## config.mk

```make
export PLATFORM = sky130hd
export DESIGN_NAME = lru_key_value_cache
export DESIGN_NICKNAME = d
export VERILOG_FILES = /design/src/design/lkv_pkg.sv /design/src/design/lkv_front.sv /design/src/design/lkv_back.sv /design/src/design/lru_key_value_cache.sv
export SDC_FILE = /design/constraint.sdc
export NUM_CORES = 2
export LEC_CHECK = 0
export BUFFER_PORTS_ARGS = -buffer_cell sky130_fd_sc_hd__buf_2
export CORE_MARGIN = 4
export CORE_UTILIZATION = 60
export DETAILED_ROUTE_END_ITERATION = 12
export PLACE_DENSITY = 0.89
export SETUP_SLACK_MARGIN = 0.1
export SYNTH_ARGS = -nofsm -noshare
export SYNTH_HDL_FRONTEND = slang
export SYNTH_SLANG_ARGS = --single-unit
export TNS_END_PERCENT = 100
```

## constraint.sdc

```tcl
create_clock -name clk -period 35.1 [get_ports clk]
set_input_delay 7.02 -clock clk [delete_from_list [all_inputs] [get_ports clk]]
set_output_delay 7.02 -clock clk [all_outputs]
set_load 0.005 [all_outputs]
```

## src/design/lkv_pkg.sv

```systemverilog
// Shared types and constants for the LRU key-value cache.
// No dependencies; used by every module of the block.
`timescale 1ns / 1ps
package lkv_pkg;
    localparam int ENTRIES = 16;
    localparam int IDX_W   = 4;
    localparam int CNT_W   = 5;
    localparam int KEY_W   = 32;
    localparam int VAL_W   = 32;
    localparam int STAT_W  = 32;
    localparam int CMD_W   = 3;

    localparam logic [CMD_W-1:0] CMD_GET      = 3'd0;
    localparam logic [CMD_W-1:0] CMD_PUT      = 3'd1;
    localparam logic [CMD_W-1:0] CMD_REMOVE   = 3'd2;
    localparam logic [CMD_W-1:0] CMD_CONTAINS = 3'd3;
    localparam logic [CMD_W-1:0] CMD_CLEAR    = 3'd4;
    localparam logic [CMD_W-1:0] CMD_RSTSTAT  = 3'd5;

    typedef struct packed {
        logic             is_get;
        logic             is_put;
        logic             is_remove;
        logic             is_contains;
        logic             is_clear;
        logic             is_rststat;
        logic [KEY_W-1:0] key;
        logic [VAL_W-1:0] value;
    } cmd_item_t;
endpackage

```

## src/design/lkv_front.sv

```systemverilog
// Front end: accepts commands, decodes them and holds them in a two-deep queue.
// Depends on lkv_pkg.
`timescale 1ns / 1ps
module lkv_front
(
    input  logic                     clk,
    input  logic                     rst_n,
    input  logic                     in_valid,
    output logic                     in_stall,
    input  logic [lkv_pkg::CMD_W-1:0] command,
    input  logic [lkv_pkg::KEY_W-1:0] lookup_key,
    input  logic [lkv_pkg::VAL_W-1:0] store_value,
    output logic                     q_valid,
    output lkv_pkg::cmd_item_t       q_item,
    input  logic                     q_pop
);
    lkv_pkg::cmd_item_t slot_reg [2];
    logic               rd_ptr_reg;
    logic               wr_ptr_reg;
    logic [1:0]         count_reg;
    logic [1:0]         count_next;
    logic               push;
    logic               pop;
    lkv_pkg::cmd_item_t dec;

    always_comb
    begin
        dec             = '0;
        dec.key         = lookup_key;
        dec.value       = store_value;
        dec.is_get      = (command == lkv_pkg::CMD_GET);
        dec.is_put      = (command == lkv_pkg::CMD_PUT);
        dec.is_remove   = (command == lkv_pkg::CMD_REMOVE);
        dec.is_contains = (command == lkv_pkg::CMD_CONTAINS);
        dec.is_clear    = (command == lkv_pkg::CMD_CLEAR);
        dec.is_rststat  = (command == lkv_pkg::CMD_RSTSTAT);
    end

    assign in_stall = (count_reg == 2'd2);
    assign push     = in_valid && !in_stall;
    assign q_valid  = (count_reg != 2'd0);
    assign pop      = q_pop && q_valid;
    assign q_item   = slot_reg[rd_ptr_reg];

    always_comb
    begin
        count_next = count_reg;
        if (push && !pop)
        begin
            count_next = count_reg + 2'd1;
        end
        else if (pop && !push)
        begin
            count_next = count_reg - 2'd1;
        end
    end

    always_ff @(posedge clk)
    begin
        if (push)
        begin
            slot_reg[wr_ptr_reg] <= dec;
        end
    end

    always_ff @(posedge clk or negedge rst_n)
    begin
        if (!rst_n)
        begin
            rd_ptr_reg <= 1'b0;
            wr_ptr_reg <= 1'b0;
            count_reg  <= 2'd0;
        end
        else
        begin
            count_reg <= count_next;
            if (push)
            begin
                wr_ptr_reg <= !wr_ptr_reg;
            end
            if (pop)
            begin
                rd_ptr_reg <= !rd_ptr_reg;
            end
        end
    end
endmodule

```

## src/design/lkv_back.sv

```systemverilog
// Back end: entry store, key match, recency ranks, statistics and result register.
// Depends on lkv_pkg.
`timescale 1ns / 1ps
module lkv_back
(
    input  logic                       clk,
    input  logic                       rst_n,
    input  logic                       q_valid,
    input  lkv_pkg::cmd_item_t         q_item,
    output logic                       q_pop,
    input  logic [lkv_pkg::CNT_W-1:0]  capacity,
    output logic                       out_valid,
    input  logic                       out_stall,
    output logic                       found,
    output logic [lkv_pkg::VAL_W-1:0]  read_value,
    output logic                       is_eviction,
    output logic [lkv_pkg::KEY_W-1:0]  evicted_key,
    output logic                       last_result,
    output logic [lkv_pkg::CNT_W-1:0]  occupancy,
    output logic [lkv_pkg::STAT_W-1:0] get_count,
    output logic [lkv_pkg::STAT_W-1:0] hit_count,
    output logic [lkv_pkg::STAT_W-1:0] miss_count,
    output logic [lkv_pkg::STAT_W-1:0] put_count,
    output logic [lkv_pkg::STAT_W-1:0] eviction_count
);
    localparam logic [1:0] S_IDLE  = 2'd0;
    localparam logic [1:0] S_LOOK  = 2'd1;
    localparam logic [1:0] S_EXEC  = 2'd2;
    localparam logic [1:0] S_EVICT = 2'd3;

    localparam int N = lkv_pkg::ENTRIES;

    logic [lkv_pkg::KEY_W-1:0]  key_reg   [N];
    logic [lkv_pkg::VAL_W-1:0]  val_reg   [N];
    logic [lkv_pkg::IDX_W-1:0]  rank_reg  [N];
    logic [N-1:0]               valid_reg;
    logic [lkv_pkg::CNT_W-1:0]  total_reg;
    logic [lkv_pkg::CNT_W-1:0]  total_next;
    logic [1:0]                 state_reg;
    lkv_pkg::cmd_item_t         cur_reg;
    logic                       hit_reg;
    logic [lkv_pkg::IDX_W-1:0]  slot_reg;
    logic [lkv_pkg::CNT_W-1:0]  final_occ_reg;
    logic [lkv_pkg::CNT_W-1:0]  left_reg;
    logic                       ins_pending_reg;

    logic [lkv_pkg::STAT_W-1:0] gets_reg, hits_reg, misses_reg, puts_reg, evicts_reg;
    logic [lkv_pkg::STAT_W-1:0] gets_next, hits_next, misses_next, puts_next, evicts_next;

    logic                       out_valid_reg;
    logic                       found_reg;
    logic [lkv_pkg::VAL_W-1:0]  rv_reg;
    logic                       is_ev_reg;
    logic [lkv_pkg::KEY_W-1:0]  ev_key_reg;
    logic                       last_reg;
    logic [lkv_pkg::CNT_W-1:0]  occ_reg;

    logic [N-1:0]               hit_vec;
    logic [lkv_pkg::IDX_W-1:0]  hit_slot;
    logic [N-1:0]               victim;
    logic [lkv_pkg::KEY_W-1:0]  victim_key;
    logic [N-1:0]               ins_oh;
    logic [lkv_pkg::IDX_W-1:0]  slot_rank;
    logic [lkv_pkg::CNT_W-1:0]  cap;
    logic [lkv_pkg::CNT_W-1:0]  nev;
    logic                       out_ok;
    logic                       exec_fire;
    logic                       evict_fire;
    logic                       put_new;
    logic                       do_mru;
    logic                       do_put_hit;
    logic                       do_insert;
    logic                       do_remove;
    logic                       do_clear;
    logic                       emit;
    logic                       emit_found;
    logic [lkv_pkg::VAL_W-1:0]  emit_rv;

    assign out_ok     = !out_valid_reg || !out_stall;
    assign q_pop      = (state_reg == S_IDLE) && !ins_pending_reg;
    assign exec_fire  = (state_reg == S_EXEC) && out_ok;
    assign evict_fire = (state_reg == S_EVICT) && out_ok;
    assign slot_rank  = rank_reg[slot_reg];

    always_comb
    begin
        hit_slot = '0;
        for (int i = 0; i < N; i++)
        begin
            hit_vec[i] = valid_reg[i] && (key_reg[i] == cur_reg.key);
        end
        for (int i = N - 1; i >= 0; i--)
        begin
            if (hit_vec[i])
            begin
                hit_slot = lkv_pkg::IDX_W'(i);
            end
        end
    end

    // lowest free slot takes the new entry
    always_comb
    begin
        ins_oh     = '0;
        victim_key = '0;
        for (int i = N - 1; i >= 0; i--)
        begin
            if (!valid_reg[i])
            begin
                ins_oh = '0;
                ins_oh[i] = 1'b1;
            end
        end
        for (int i = 0; i < N; i++)
        begin
            victim[i] = valid_reg[i]
                && (rank_reg[i] == lkv_pkg::IDX_W'(total_reg - 5'd1));
            if (victim[i])
            begin
                victim_key = key_reg[i];
            end
        end
    end

    always_comb
    begin
        if (capacity == 5'd0)
        begin
            cap = 5'd1;
        end
        else if (capacity > lkv_pkg::CNT_W'(N))
        begin
            cap = lkv_pkg::CNT_W'(N);
        end
        else
        begin
            cap = capacity;
        end
        nev = (total_reg + 5'd1 > cap) ? (total_reg + 5'd1 - cap) : 5'd0;
    end

    always_comb
    begin
        put_new     = cur_reg.is_put && !hit_reg;
        do_mru      = exec_fire && hit_reg && (cur_reg.is_get || cur_reg.is_put);
        do_put_hit  = exec_fire && hit_reg && cur_reg.is_put;
        do_insert   = (exec_fire && put_new && (nev == 5'd0)) || ins_pending_reg;
        do_remove   = exec_fire && hit_reg && cur_reg.is_remove;
        do_clear    = exec_fire && cur_reg.is_clear;
        emit        = (exec_fire && !(put_new && (nev != 5'd0))) || evict_fire;
        emit_found  = hit_reg && (cur_reg.is_get || cur_reg.is_put
            || cur_reg.is_remove || cur_reg.is_contains);
        emit_rv     = (cur_reg.is_get && hit_reg) ? val_reg[slot_reg] : '0;

        gets_next   = gets_reg;
        hits_next   = hits_reg;
        misses_next = misses_reg;
        puts_next   = puts_reg;
        evicts_next = evicts_reg;
        if (exec_fire)
        begin
            if (cur_reg.is_rststat)
            begin
                gets_next   = '0;
                hits_next   = '0;
                misses_next = '0;
                puts_next   = '0;
                evicts_next = '0;
            end
            if (cur_reg.is_get)
            begin
                gets_next = gets_reg + 32'd1;
                if (hit_reg)
                begin
                    hits_next = hits_reg + 32'd1;
                end
                else
                begin
                    misses_next = misses_reg + 32'd1;
                end
            end
            if (cur_reg.is_put)
            begin
                puts_next = puts_reg + 32'd1;
                if (!hit_reg)
                begin
                    evicts_next = evicts_reg + lkv_pkg::STAT_W'(nev);
                end
            end
        end

        total_next = total_reg;
        if (do_clear)
        begin
            total_next = '0;
        end
        else if (do_remove || evict_fire)
        begin
            total_next = total_reg - 5'd1;
        end
        else if (do_insert)
        begin
            total_next = total_reg + 5'd1;
        end
    end

    always_ff @(posedge clk)
    begin
        for (int i = 0; i < N; i++)
        begin
            if (do_insert && ins_oh[i])
            begin
                key_reg[i]  <= cur_reg.key;
                val_reg[i]  <= cur_reg.value;
                rank_reg[i] <= '0;
            end
            else if (do_insert && valid_reg[i])
            begin
                rank_reg[i] <= rank_reg[i] + 4'd1;
            end
            if (do_put_hit && (slot_reg == lkv_pkg::IDX_W'(i)))
            begin
                val_reg[i] <= cur_reg.value;
            end
            if (do_mru)
            begin
                if (slot_reg == lkv_pkg::IDX_W'(i))
                begin
                    rank_reg[i] <= '0;
                end
                else if (valid_reg[i] && (rank_reg[i] < slot_rank))
                begin
                    rank_reg[i] <= rank_reg[i] + 4'd1;
                end
            end
            if (do_remove && valid_reg[i] && (rank_reg[i] > slot_rank))
            begin
                rank_reg[i] <= rank_reg[i] - 4'd1;
            end
        end
        if (q_pop && q_valid)
        begin
            cur_reg <= q_item;
        end
        if (state_reg == S_LOOK)
        begin
            hit_reg  <= |hit_vec;
            slot_reg <= hit_slot;
        end
        if (exec_fire && put_new)
        begin
            final_occ_reg <= (nev == 5'd0) ? total_reg + 5'd1 : cap;
            left_reg      <= nev;
        end
        else if (evict_fire)
        begin
            left_reg <= left_reg - 5'd1;
        end
        if (emit)
        begin
            if (evict_fire)
            begin
                found_reg  <= 1'b0;
                rv_reg     <= '0;
                is_ev_reg  <= 1'b1;
                ev_key_reg <= victim_key;
                last_reg   <= (left_reg == 5'd1);
                occ_reg    <= final_occ_reg;
            end
            else
            begin
                found_reg  <= emit_found;
                rv_reg     <= emit_rv;
                is_ev_reg  <= 1'b0;
                ev_key_reg <= '0;
                last_reg   <= 1'b1;
                occ_reg    <= total_next;
            end
            get_count      <= gets_next;
            hit_count      <= hits_next;
            miss_count     <= misses_next;
            put_count      <= puts_next;
            eviction_count <= evicts_next;
        end
    end

    always_ff @(posedge clk or negedge rst_n)
    begin
        if (!rst_n)
        begin
            valid_reg       <= '0;
            total_reg       <= '0;
            state_reg       <= S_IDLE;
            ins_pending_reg <= 1'b0;
            out_valid_reg   <= 1'b0;
            gets_reg        <= '0;
            hits_reg        <= '0;
            misses_reg      <= '0;
            puts_reg        <= '0;
            evicts_reg      <= '0;
        end
        else
        begin
            total_reg  <= total_next;
            gets_reg   <= gets_next;
            hits_reg   <= hits_next;
            misses_reg <= misses_next;
            puts_reg   <= puts_next;
            evicts_reg <= evicts_next;
            for (int i = 0; i < N; i++)
            begin
                if (do_clear)
                begin
                    valid_reg[i] <= 1'b0;
                end
                else if (do_remove && (slot_reg == lkv_pkg::IDX_W'(i)))
                begin
                    valid_reg[i] <= 1'b0;
                end
                else if (evict_fire && victim[i])
                begin
                    valid_reg[i] <= 1'b0;
                end
                else if (do_insert && ins_oh[i])
                begin
                    valid_reg[i] <= 1'b1;
                end
            end
            if (emit)
            begin
                out_valid_reg <= 1'b1;
            end
            else if (!out_stall)
            begin
                out_valid_reg <= 1'b0;
            end
            ins_pending_reg <= evict_fire && (left_reg == 5'd1);
            unique case (state_reg)
                S_IDLE:
                begin
                    if (q_pop && q_valid)
                    begin
                        state_reg <= S_LOOK;
                    end
                end
                S_LOOK:
                begin
                    state_reg <= S_EXEC;
                end
                S_EXEC:
                begin
                    if (exec_fire)
                    begin
                        state_reg <= (put_new && (nev != 5'd0)) ? S_EVICT : S_IDLE;
                    end
                end
                S_EVICT:
                begin
                    // hand the insert of the new key to the cycle after the last eviction
                    if (evict_fire && (left_reg == 5'd1))
                    begin
                        state_reg <= S_IDLE;
                    end
                end
                default:
                begin
                    state_reg <= S_IDLE;
                end
            endcase
        end
    end

    assign out_valid   = out_valid_reg;
    assign found       = found_reg;
    assign read_value  = rv_reg;
    assign is_eviction = is_ev_reg;
    assign evicted_key = ev_key_reg;
    assign last_result = last_reg;
    assign occupancy   = occ_reg;

    a_total_bound: assert property (@(posedge clk) disable iff (!rst_n)
        total_reg <= lkv_pkg::CNT_W'(N))
        else $error("entry total above entry count");

    a_total_match: assert property (@(posedge clk) disable iff (!rst_n)
        $countones(valid_reg) == int'(total_reg))
        else $error("entry total disagrees with valid bits");

    a_one_victim: assert property (@(posedge clk) disable iff (!rst_n)
        evict_fire |-> $onehot(victim))
        else $error("eviction without a single least recent entry");

    a_insert_room: assert property (@(posedge clk) disable iff (!rst_n)
        do_insert |-> (ins_oh != '0))
        else $error("insert with no free slot");
endmodule

```

## src/design/lru_key_value_cache.sv

```systemverilog
// Top level of the LRU key-value cache: capacity register, front queue, back end.
// Depends on lkv_pkg, lkv_front and lkv_back.
`timescale 1ns / 1ps
// A command passes through the back end in steps: it is taken from the two-deep
// input queue, its key is matched against all sixteen entries, and then the command
// is applied and the result register loaded. A stalled result register holds the
// back end in its apply step until the result leaves. A put of a new key that must
// evict gives one result per evicted entry, each in its own evict step, and then
// inserts the new key. Results wait in a single output register; the input queue keeps
// accepting while it has room. Writes to capacity take effect on the next put of a
// new key; nothing is trimmed at the write.
module lru_key_value_cache
(
    input  logic                       clk,
    input  logic                       rst_n,
    input  logic                       in_valid,
    output logic                       in_stall,
    input  logic [lkv_pkg::CMD_W-1:0]  command,
    input  logic [lkv_pkg::KEY_W-1:0]  lookup_key,
    input  logic [lkv_pkg::VAL_W-1:0]  store_value,
    output logic                       out_valid,
    input  logic                       out_stall,
    output logic                       found,
    output logic [lkv_pkg::VAL_W-1:0]  read_value,
    output logic                       is_eviction,
    output logic [lkv_pkg::KEY_W-1:0]  evicted_key,
    output logic                       last_result,
    output logic [lkv_pkg::CNT_W-1:0]  occupancy,
    output logic [lkv_pkg::STAT_W-1:0] get_count,
    output logic [lkv_pkg::STAT_W-1:0] hit_count,
    output logic [lkv_pkg::STAT_W-1:0] miss_count,
    output logic [lkv_pkg::STAT_W-1:0] put_count,
    output logic [lkv_pkg::STAT_W-1:0] eviction_count,
    input  logic                       cfg_valid,
    output logic                       cfg_ready,
    input  logic [lkv_pkg::CNT_W-1:0]  cfg_data
);
    logic [lkv_pkg::CNT_W-1:0] capacity_reg;
    logic                      q_valid;
    logic                      q_pop;
    lkv_pkg::cmd_item_t        q_item;

    assign cfg_ready = 1'b1;

    always_ff @(posedge clk or negedge rst_n)
    begin
        if (!rst_n)
        begin
            capacity_reg <= lkv_pkg::CNT_W'(lkv_pkg::ENTRIES);
        end
        else if (cfg_valid && cfg_ready)
        begin
            capacity_reg <= cfg_data;
        end
    end

    lkv_front u_front
    (
        .clk         (clk),
        .rst_n       (rst_n),
        .in_valid    (in_valid),
        .in_stall    (in_stall),
        .command     (command),
        .lookup_key  (lookup_key),
        .store_value (store_value),
        .q_valid     (q_valid),
        .q_item      (q_item),
        .q_pop       (q_pop)
    );

    lkv_back u_back
    (
        .clk            (clk),
        .rst_n          (rst_n),
        .q_valid        (q_valid),
        .q_item         (q_item),
        .q_pop          (q_pop),
        .capacity       (capacity_reg),
        .out_valid      (out_valid),
        .out_stall      (out_stall),
        .found          (found),
        .read_value     (read_value),
        .is_eviction    (is_eviction),
        .evicted_key    (evicted_key),
        .last_result    (last_result),
        .occupancy      (occupancy),
        .get_count      (get_count),
        .hit_count      (hit_count),
        .miss_count     (miss_count),
        .put_count      (put_count),
        .eviction_count (eviction_count)
    );
endmodule

```

* Word level (Yosys, flattened, before mapping)
Memories as Yosys holds them, arrays and structs flattened. A register that Yosys moved wholly into a read port is not among the register bits.
Index checks and enable logic that the tools add are counted.
** Storage, ports and cells
- Memories kept :: 4
- Latch bits :: 0
- Memory bits (writable) :: 1228
- Bits of input ports :: 77
- Word-level logic and storage cells :: 1044
- Output and inout bits :: 235
- ROM bits :: 0
- Bits in registers :: 409
** Operators by class
- $lt $le $gt $ge :: 34
- Equal/unequal tests :: 61
- Add/sub/neg operators :: 43
- Divide/modulo/power cells :: 0
- Reductions and logical operators :: 243
- Shifts and indexed selects :: 0
- $mul :: 0
- Muxes and demuxes :: 532
- Bitwise gates (word level) :: 81
** Memory list
- u_back.key_reg :: words 16, bits a word 32, rd ports 16, clocked after Yosys merged registers in 0, wr ports 1, RTL line lkv_back.sv:33 : logic [lkv_pkg::KEY_W-1:0] key_reg [N];
- u_back.val_reg :: words 16, bits a word 32, rd ports 1, clocked after Yosys merged registers in 1, wr ports 16, RTL line lkv_back.sv:34 : logic [lkv_pkg::VAL_W-1:0] val_reg [N];
- u_front.slot_reg :: words 2, bits a word 70, rd ports 1, clocked after Yosys merged registers in 1, wr ports 1, RTL line lkv_front.sv:17 : lkv_pkg::cmd_item_t slot_reg [2];
- u_back.rank_reg :: words 16, bits a word 4, rd ports 17, clocked after Yosys merged registers in 0, wr ports 16, RTL line lkv_back.sv:35 : logic [lkv_pkg::IDX_W-1:0] rank_reg [N];
** Operators with widths (number)
- 32-bit 2-to-1 mux :: 65
- 32-bit equality test :: 16
- 32-bit OR reduction :: 15
- 4-bit 2-to-1 mux :: 87
- 1-bit 2-to-1 mux :: 341
- 16-bit 2-to-1 mux :: 16
- 1-bit logical AND :: 180
- 32-bit by 1-bit adder with 32-bit output, second input constant :: 4
- 1-bit bitwise OR :: 80
- 4-bit by 1-bit adder with 4-bit output, second input constant :: 16
- 4-bit equality test :: 16
- 4-bit > comparator :: 16
- 4-bit less-than comparator :: 16
- 4-bit nonzero test :: 16
- 4-bit by 1-bit subtractor with 4-bit output, second input constant :: 16
- 5-bit 2-to-1 mux :: 10
- 32-bit by 5-bit adder with 32-bit output :: 1
- 4-bit equality test, second input constant :: 8
- 4-bit by 3-bit equality test with 1-bit output, second input constant :: 4
- 2-bit 2-to-1 mux :: 8
- 16-bit OR reduction :: 1
- 3-bit 2-to-1 mux :: 4
- 1-bit logical NOT :: 10
- 5-bit logical NOT :: 2
- 29 further kinds :: 46

* Longest topological paths before layout
- Depth in word-level cells :: 35
- Gate-level depth with buffers :: 23
- Depth with buffers taken out :: 22

* Cells and area by module
A second synthesis with hierarchy kept.
** Second synthesis, totals
- Cell total of the unflattened synthesis :: 5417
- Area, all modules :: 78173.7 um2
** Modules (own cells, without submodules)
- lkv_back :: instances 1, sequential area each 46819.9 um2, area each 72331.9 um2, cells an instance 5162
- lkv_front :: instances 1, sequential area each 4304.1 um2, area each 5647.9 um2, cells an instance 243
- lru_key_value_cache :: instances 1, sequential area each 126.4 um2, area each 193.9 um2, cells an instance 12

* Worst setup path before layout
No wires, ideal clock.
- Path type :: input port to flip-flop
- Start point :: input port out_stall
- End point :: register u_back.ev_key_reg (netlist bit u_back.evicted_key[0]) (enable)
- Stages on the path :: 4
- Arrival :: 23.887 ns
- Setup time :: 1.147 ns
- Data required time :: 33.953 ns
- Path slack :: 10.066 ns
- Cell sequence :: a21oi_1 > nand2_1 > clkbuf_1 > o21ai_0
** Between the ends
- Cells in the longest elaborated chain, start to end :: 5
- Elaborated cells on any way between the ends :: 6
** Ends and longest elaborated chain
- start, declared :: RTL line lru_key_value_cache.sv:22 : input logic out_stall,
- 1-bit logical NOT * :: RTL line lkv_back.sv:79 : assign out_ok = !out_valid_reg || !out_stall;
- 1-bit logical OR * :: RTL line lkv_back.sv:79
- 1-bit logical AND :: RTL line lkv_back.sv:81 : assign exec_fire = (state_reg == S_EXEC) && out_ok;
- 1-bit logical AND :: RTL line lkv_back.sv:150 : emit = (exec_fire && !(put_new && (nev != 5'd0))) || evict_fire;
- 1-bit logical OR * :: RTL line lkv_back.sv:150
- net u_back.emit :: RTL line lkv_back.sv:75 : logic emit;
- end signal, assigned :: RTL line lkv_back.sv:266 : ev_key_reg <= victim_key;
- end, declared :: RTL line lkv_back.sv:54 : logic [lkv_pkg::KEY_W-1:0] ev_key_reg;
Mark *: on every way through the listed nets, which the timed path passes. The rest lies on a longest branch.
A chain may end at the register's enable or synchronous reset.

* Worst setup path in the final report
- Start point :: input port out_stall
- End point :: memory u_back.key_reg[1][52] (netlist name) (enable)
** Between the ends
- Cells in the longest elaborated chain, start to end :: 25
- Elaborated cells on any way between the ends :: 99
** Ends and longest elaborated chain
- 1-bit logical NOT * :: RTL line lkv_back.sv:79
- 1-bit logical OR * :: RTL line lkv_back.sv:79
- 1-bit logical AND * :: RTL line lkv_back.sv:81
- 1-bit logical AND * (2 in series) :: RTL line lkv_back.sv:147 : do_insert = (exec_fire && put_new && (nev == 5'd0)) || ins_pending_reg;
- 1-bit logical OR * :: RTL line lkv_back.sv:147
- 1-bit logical AND :: RTL line lkv_back.sv:211 : if (do_insert && ins_oh[i])
- 1-bit 2-to-1 mux :: RTL line lkv_back.sv:211
- 1-bit 2-to-1 mux (implied by the code) :: RTL line lkv_back.sv:213 : key_reg[i] <= cur_reg.key;
- 32-bit OR reduction (no line)
- 4-bit 2-to-1 mux (no line) / 1-bit 2-to-1 mux (equally long branches) (15 in series)
- end, declared :: RTL line lkv_back.sv:33
Mark *: on every way between the ends. The rest lies on a longest branch, timed or not.

==> out/metrics.yaml <==
status: "finished, final reports clean"
finalHoldViolCount: 0
clock_skew_ns: 0.0827
seqPwrFrac: 0.444
numPortBuffers: 310
wire_per_inst_um: 29.0
dp_hpwl_um: 133000
cp_data_required_time_ns: 35.55
clk-insertion-delay-late_ns: 0.84
switchingPower_w: 0.00221
ys.warnings.count: 0
overflow: 0
cts.sinks: 1739
drt_pass1_iterations: 9
core_area_um2: 128000
synth.top_cells.by_area: "edfxtp_1 (60%), dfrtp_1 (6.2%), mux4_2 (5.2%)"
via_per_inst: 6.97
antenna_found_initial: 8
yosysTopAreaCell: "edfxtp_1"
track_usage: 0.323
die_y_um: 368
whs_ns: 0.501
ys_seq_area_frac: 0.659
tightest_slew_ns: 1.22
syn_avg_cell_area_um2: 14.1
grt_pass1_wl_um: 330000
synth_area_um2: 77800
swShare: 0.334
start_util: 0.607
max_stage_delay_ns: 0.96
synth_most_common_cell: "edfxtp_1"
path_cells: "buf_2 -> a21oi_1 -> and2_2 -> nand2_1 -> inv_1 -> nor2_1 -> a31oi_2 -> buf_4 -> nand3_1 -> nor3_1 -> nand2b_1 -> inv_1"
antenna_left: 0
h-tree-depth: 4
synth_common_cells: "edfxtp_1 (1,545), nand2_1 (453), xnor2_1 (449), o21ai_0 (356), clkbuf_1 (247)"
cp-end-kind: "register"
fin_crit_ns: 10.77
syn_to_final_growth_pct: 12.3
maxCapViolCount: 0
layout-drive-gt1-share: 0.171
fmax_ghz: 0.0928
syn_nets: 5702
clock_path_buffers: 3
cts.hold.buffers_added: 0
rsz0062_at_grt: "false"
irDropWorstVdd_uv: 88.2
fp.dieW_um: 368
grt_pass1_vias: 51900
synth.distinct_cells: 74
cts_tree: "done"
worstSetupPathType: "in2reg"
worstPathArrival_ns: 11.22
setup_tns_ns: 0
critical_path.max_fanout: 32
clkTransAtPathRegs_ns: 0.06
rows: 131
final_area_um2: 87400
combPwrFrac: 0.271
synth_top_area_frac: 0.596
seq_area_um2: 51300
fin_crit_sh: 0.307
dieArea_um2: 136000
wl_um: 223000
ctsResizeCount: 0
drc: 0
syn-instance-count: 5508
ioPinCount: 312
post-cts-setup-buffers: 0
postPlaceCellArea_um2: 81600
grt_max_degree: 108
fill_cells: 8087
maxSlewViolCount: 0
synth_seq_cells: 1739
crit_top_cell: "inv_1"
critPathLaunchType: "primary input"
holdCritPathClass: "reg2reg"
setup_viol: 0
p_clk_frac: 0.285
gp_congestion: 0.965
multi_input_area_um2: 25300
p_leak_nw: 29.5
p_per_area_nw_per_um2: 75.9
drtIter0Drc: 9103
cts-root-buf: "clkbuf_16"
final_nets: 6008
synth_edf_count: 1545
vias: 53500
p_int_w: 0.00442
numCtsBuffers: 172
synthFlopType: "edfxtp_1"
max_slew_margin: 0.183
async_flop_share: 0.112
fin_cells: 7683
worst_path_max_delay_cell: "inv_1"
dp.cells: 7369
==> power by group through the flow <==
| stage | sequential [W] | combinational, W | clock, W |
|---|---|---|---|
| floorplan | 0.00307 | 0.00103 | 0 |
| global placement | 0.00295 | 0.00166 | 0 |
| detailed placement | 0.00297 | 0.00172 | 0 |
| CTS | 0.00294 | 0.00176 | 0.00190 |
| global route | 0.00297 | 0.00189 | 0.00200 |
| finish | 0.00295 | 0.00180 | 0.00189 |
==> worst max-delay path, delay by kind of cell <==
family	cells	cell delay, ns
compound gates	2	0.53
buf+inv	4	1.83
simple gates	6	1.80
==> cell families (layout without fill, tap and decap cells) <==
logic type | after synthesis | in the layout | share of synthesized area
DFF | 1739 | 1739 | 0.659
and+or+nand+nor | 1314 | 1314 | 0.0832
AOI/OAI and AO/OA | 1056 | 1056 | 0.0852
xor gates and xnor gates | 599 | 599 | 0.0678
buffers and inverters | 404 | 847 | 0.0201
muxes | 278 | 278 | 0.0662
adders and majority gates | 117 | 117 | 0.0190
other | 1 | 4 | 0.0000482
==> per-stage QoR <==
stage          setup WS (ns)  total power (W)   util
2_1_floorplan          10.07          0.00410      -
3_3_place_gp           23.81          0.00461  0.637
3_5_place_dp           23.68          0.00469  0.637
4_1_cts                24.54          0.00660  0.682
5_1_grt                23.98          0.00686  0.682
6_report               24.33          0.00663  0.682
==> final cells by class <==
type / count / area share
sequential: 1739 / 0.586
multi-input combinational: 3365 / 0.289
clock buffer: 205 / 0.0509
timing repair buffer: 440 / 0.0292
tap: 1729 / 0.0248
clock inverter: 106 / 0.0151
inverter: 96 / 0.00414
antenna: 3 / 0.0000859
==> cell usage in the layout, fill, tap and decap left out, types with 66 or more instances in the layout <==
master,instances
buf_2,309
nand4_1,173
dfrtp_1,192
xor2_1,148
nand3_1,109
nor2_1,188
o21ai_0,346
inv_1,94
o211ai_1,115
edfxtp_1,1545
mux2_2,81
nor3_1,92
o31ai_1,66
nand2_1,452
ha_1,115
mux4_2,181
buf_4,129
and3_1,81
xnor2_1,449
clkbuf_16,172
a21oi_1,193
==> layer usage <==
layer / vias to the layer above / part of all wire / track usage / wire, um
li1: 21800 / - / - / -
met3: 971 / 0.14 / 0.0886 / 30800
met1: 25900 / 0.34 / 0.429 / 76200
met4: 4 / 0.060 / 0.158 / 13300
met2: 4830 / 0.46 / 0.498 / 102000
met5: - / 0.00012 / 0 / 27
==> final timing paths <==
check | slack, ns | cells after the start | endpoint | startpoint
worst max-delay path | 24.33 | 12 | u_back.key_reg[1][52] | out_stall
worst min-delay path | 0.50 | 1 | u_back.cur_reg[48] | u_front.slot_reg[0][48]
worst max register to register | 28.40 | 16 | u_back.rank_reg[2][1] | u_back.slot_reg[1]
worst min register to register | 0.50 | 1 | u_back.cur_reg[48] | u_front.slot_reg[0][48]
max in group asynchronous | 27.28 | 2 | u_back.misses_reg[5] | rst_n
min in group asynchronous | 6.24 | 1 | u_back.puts_reg[27] | rst_n
Note: power is estimated with default switching activity, not from simulation.
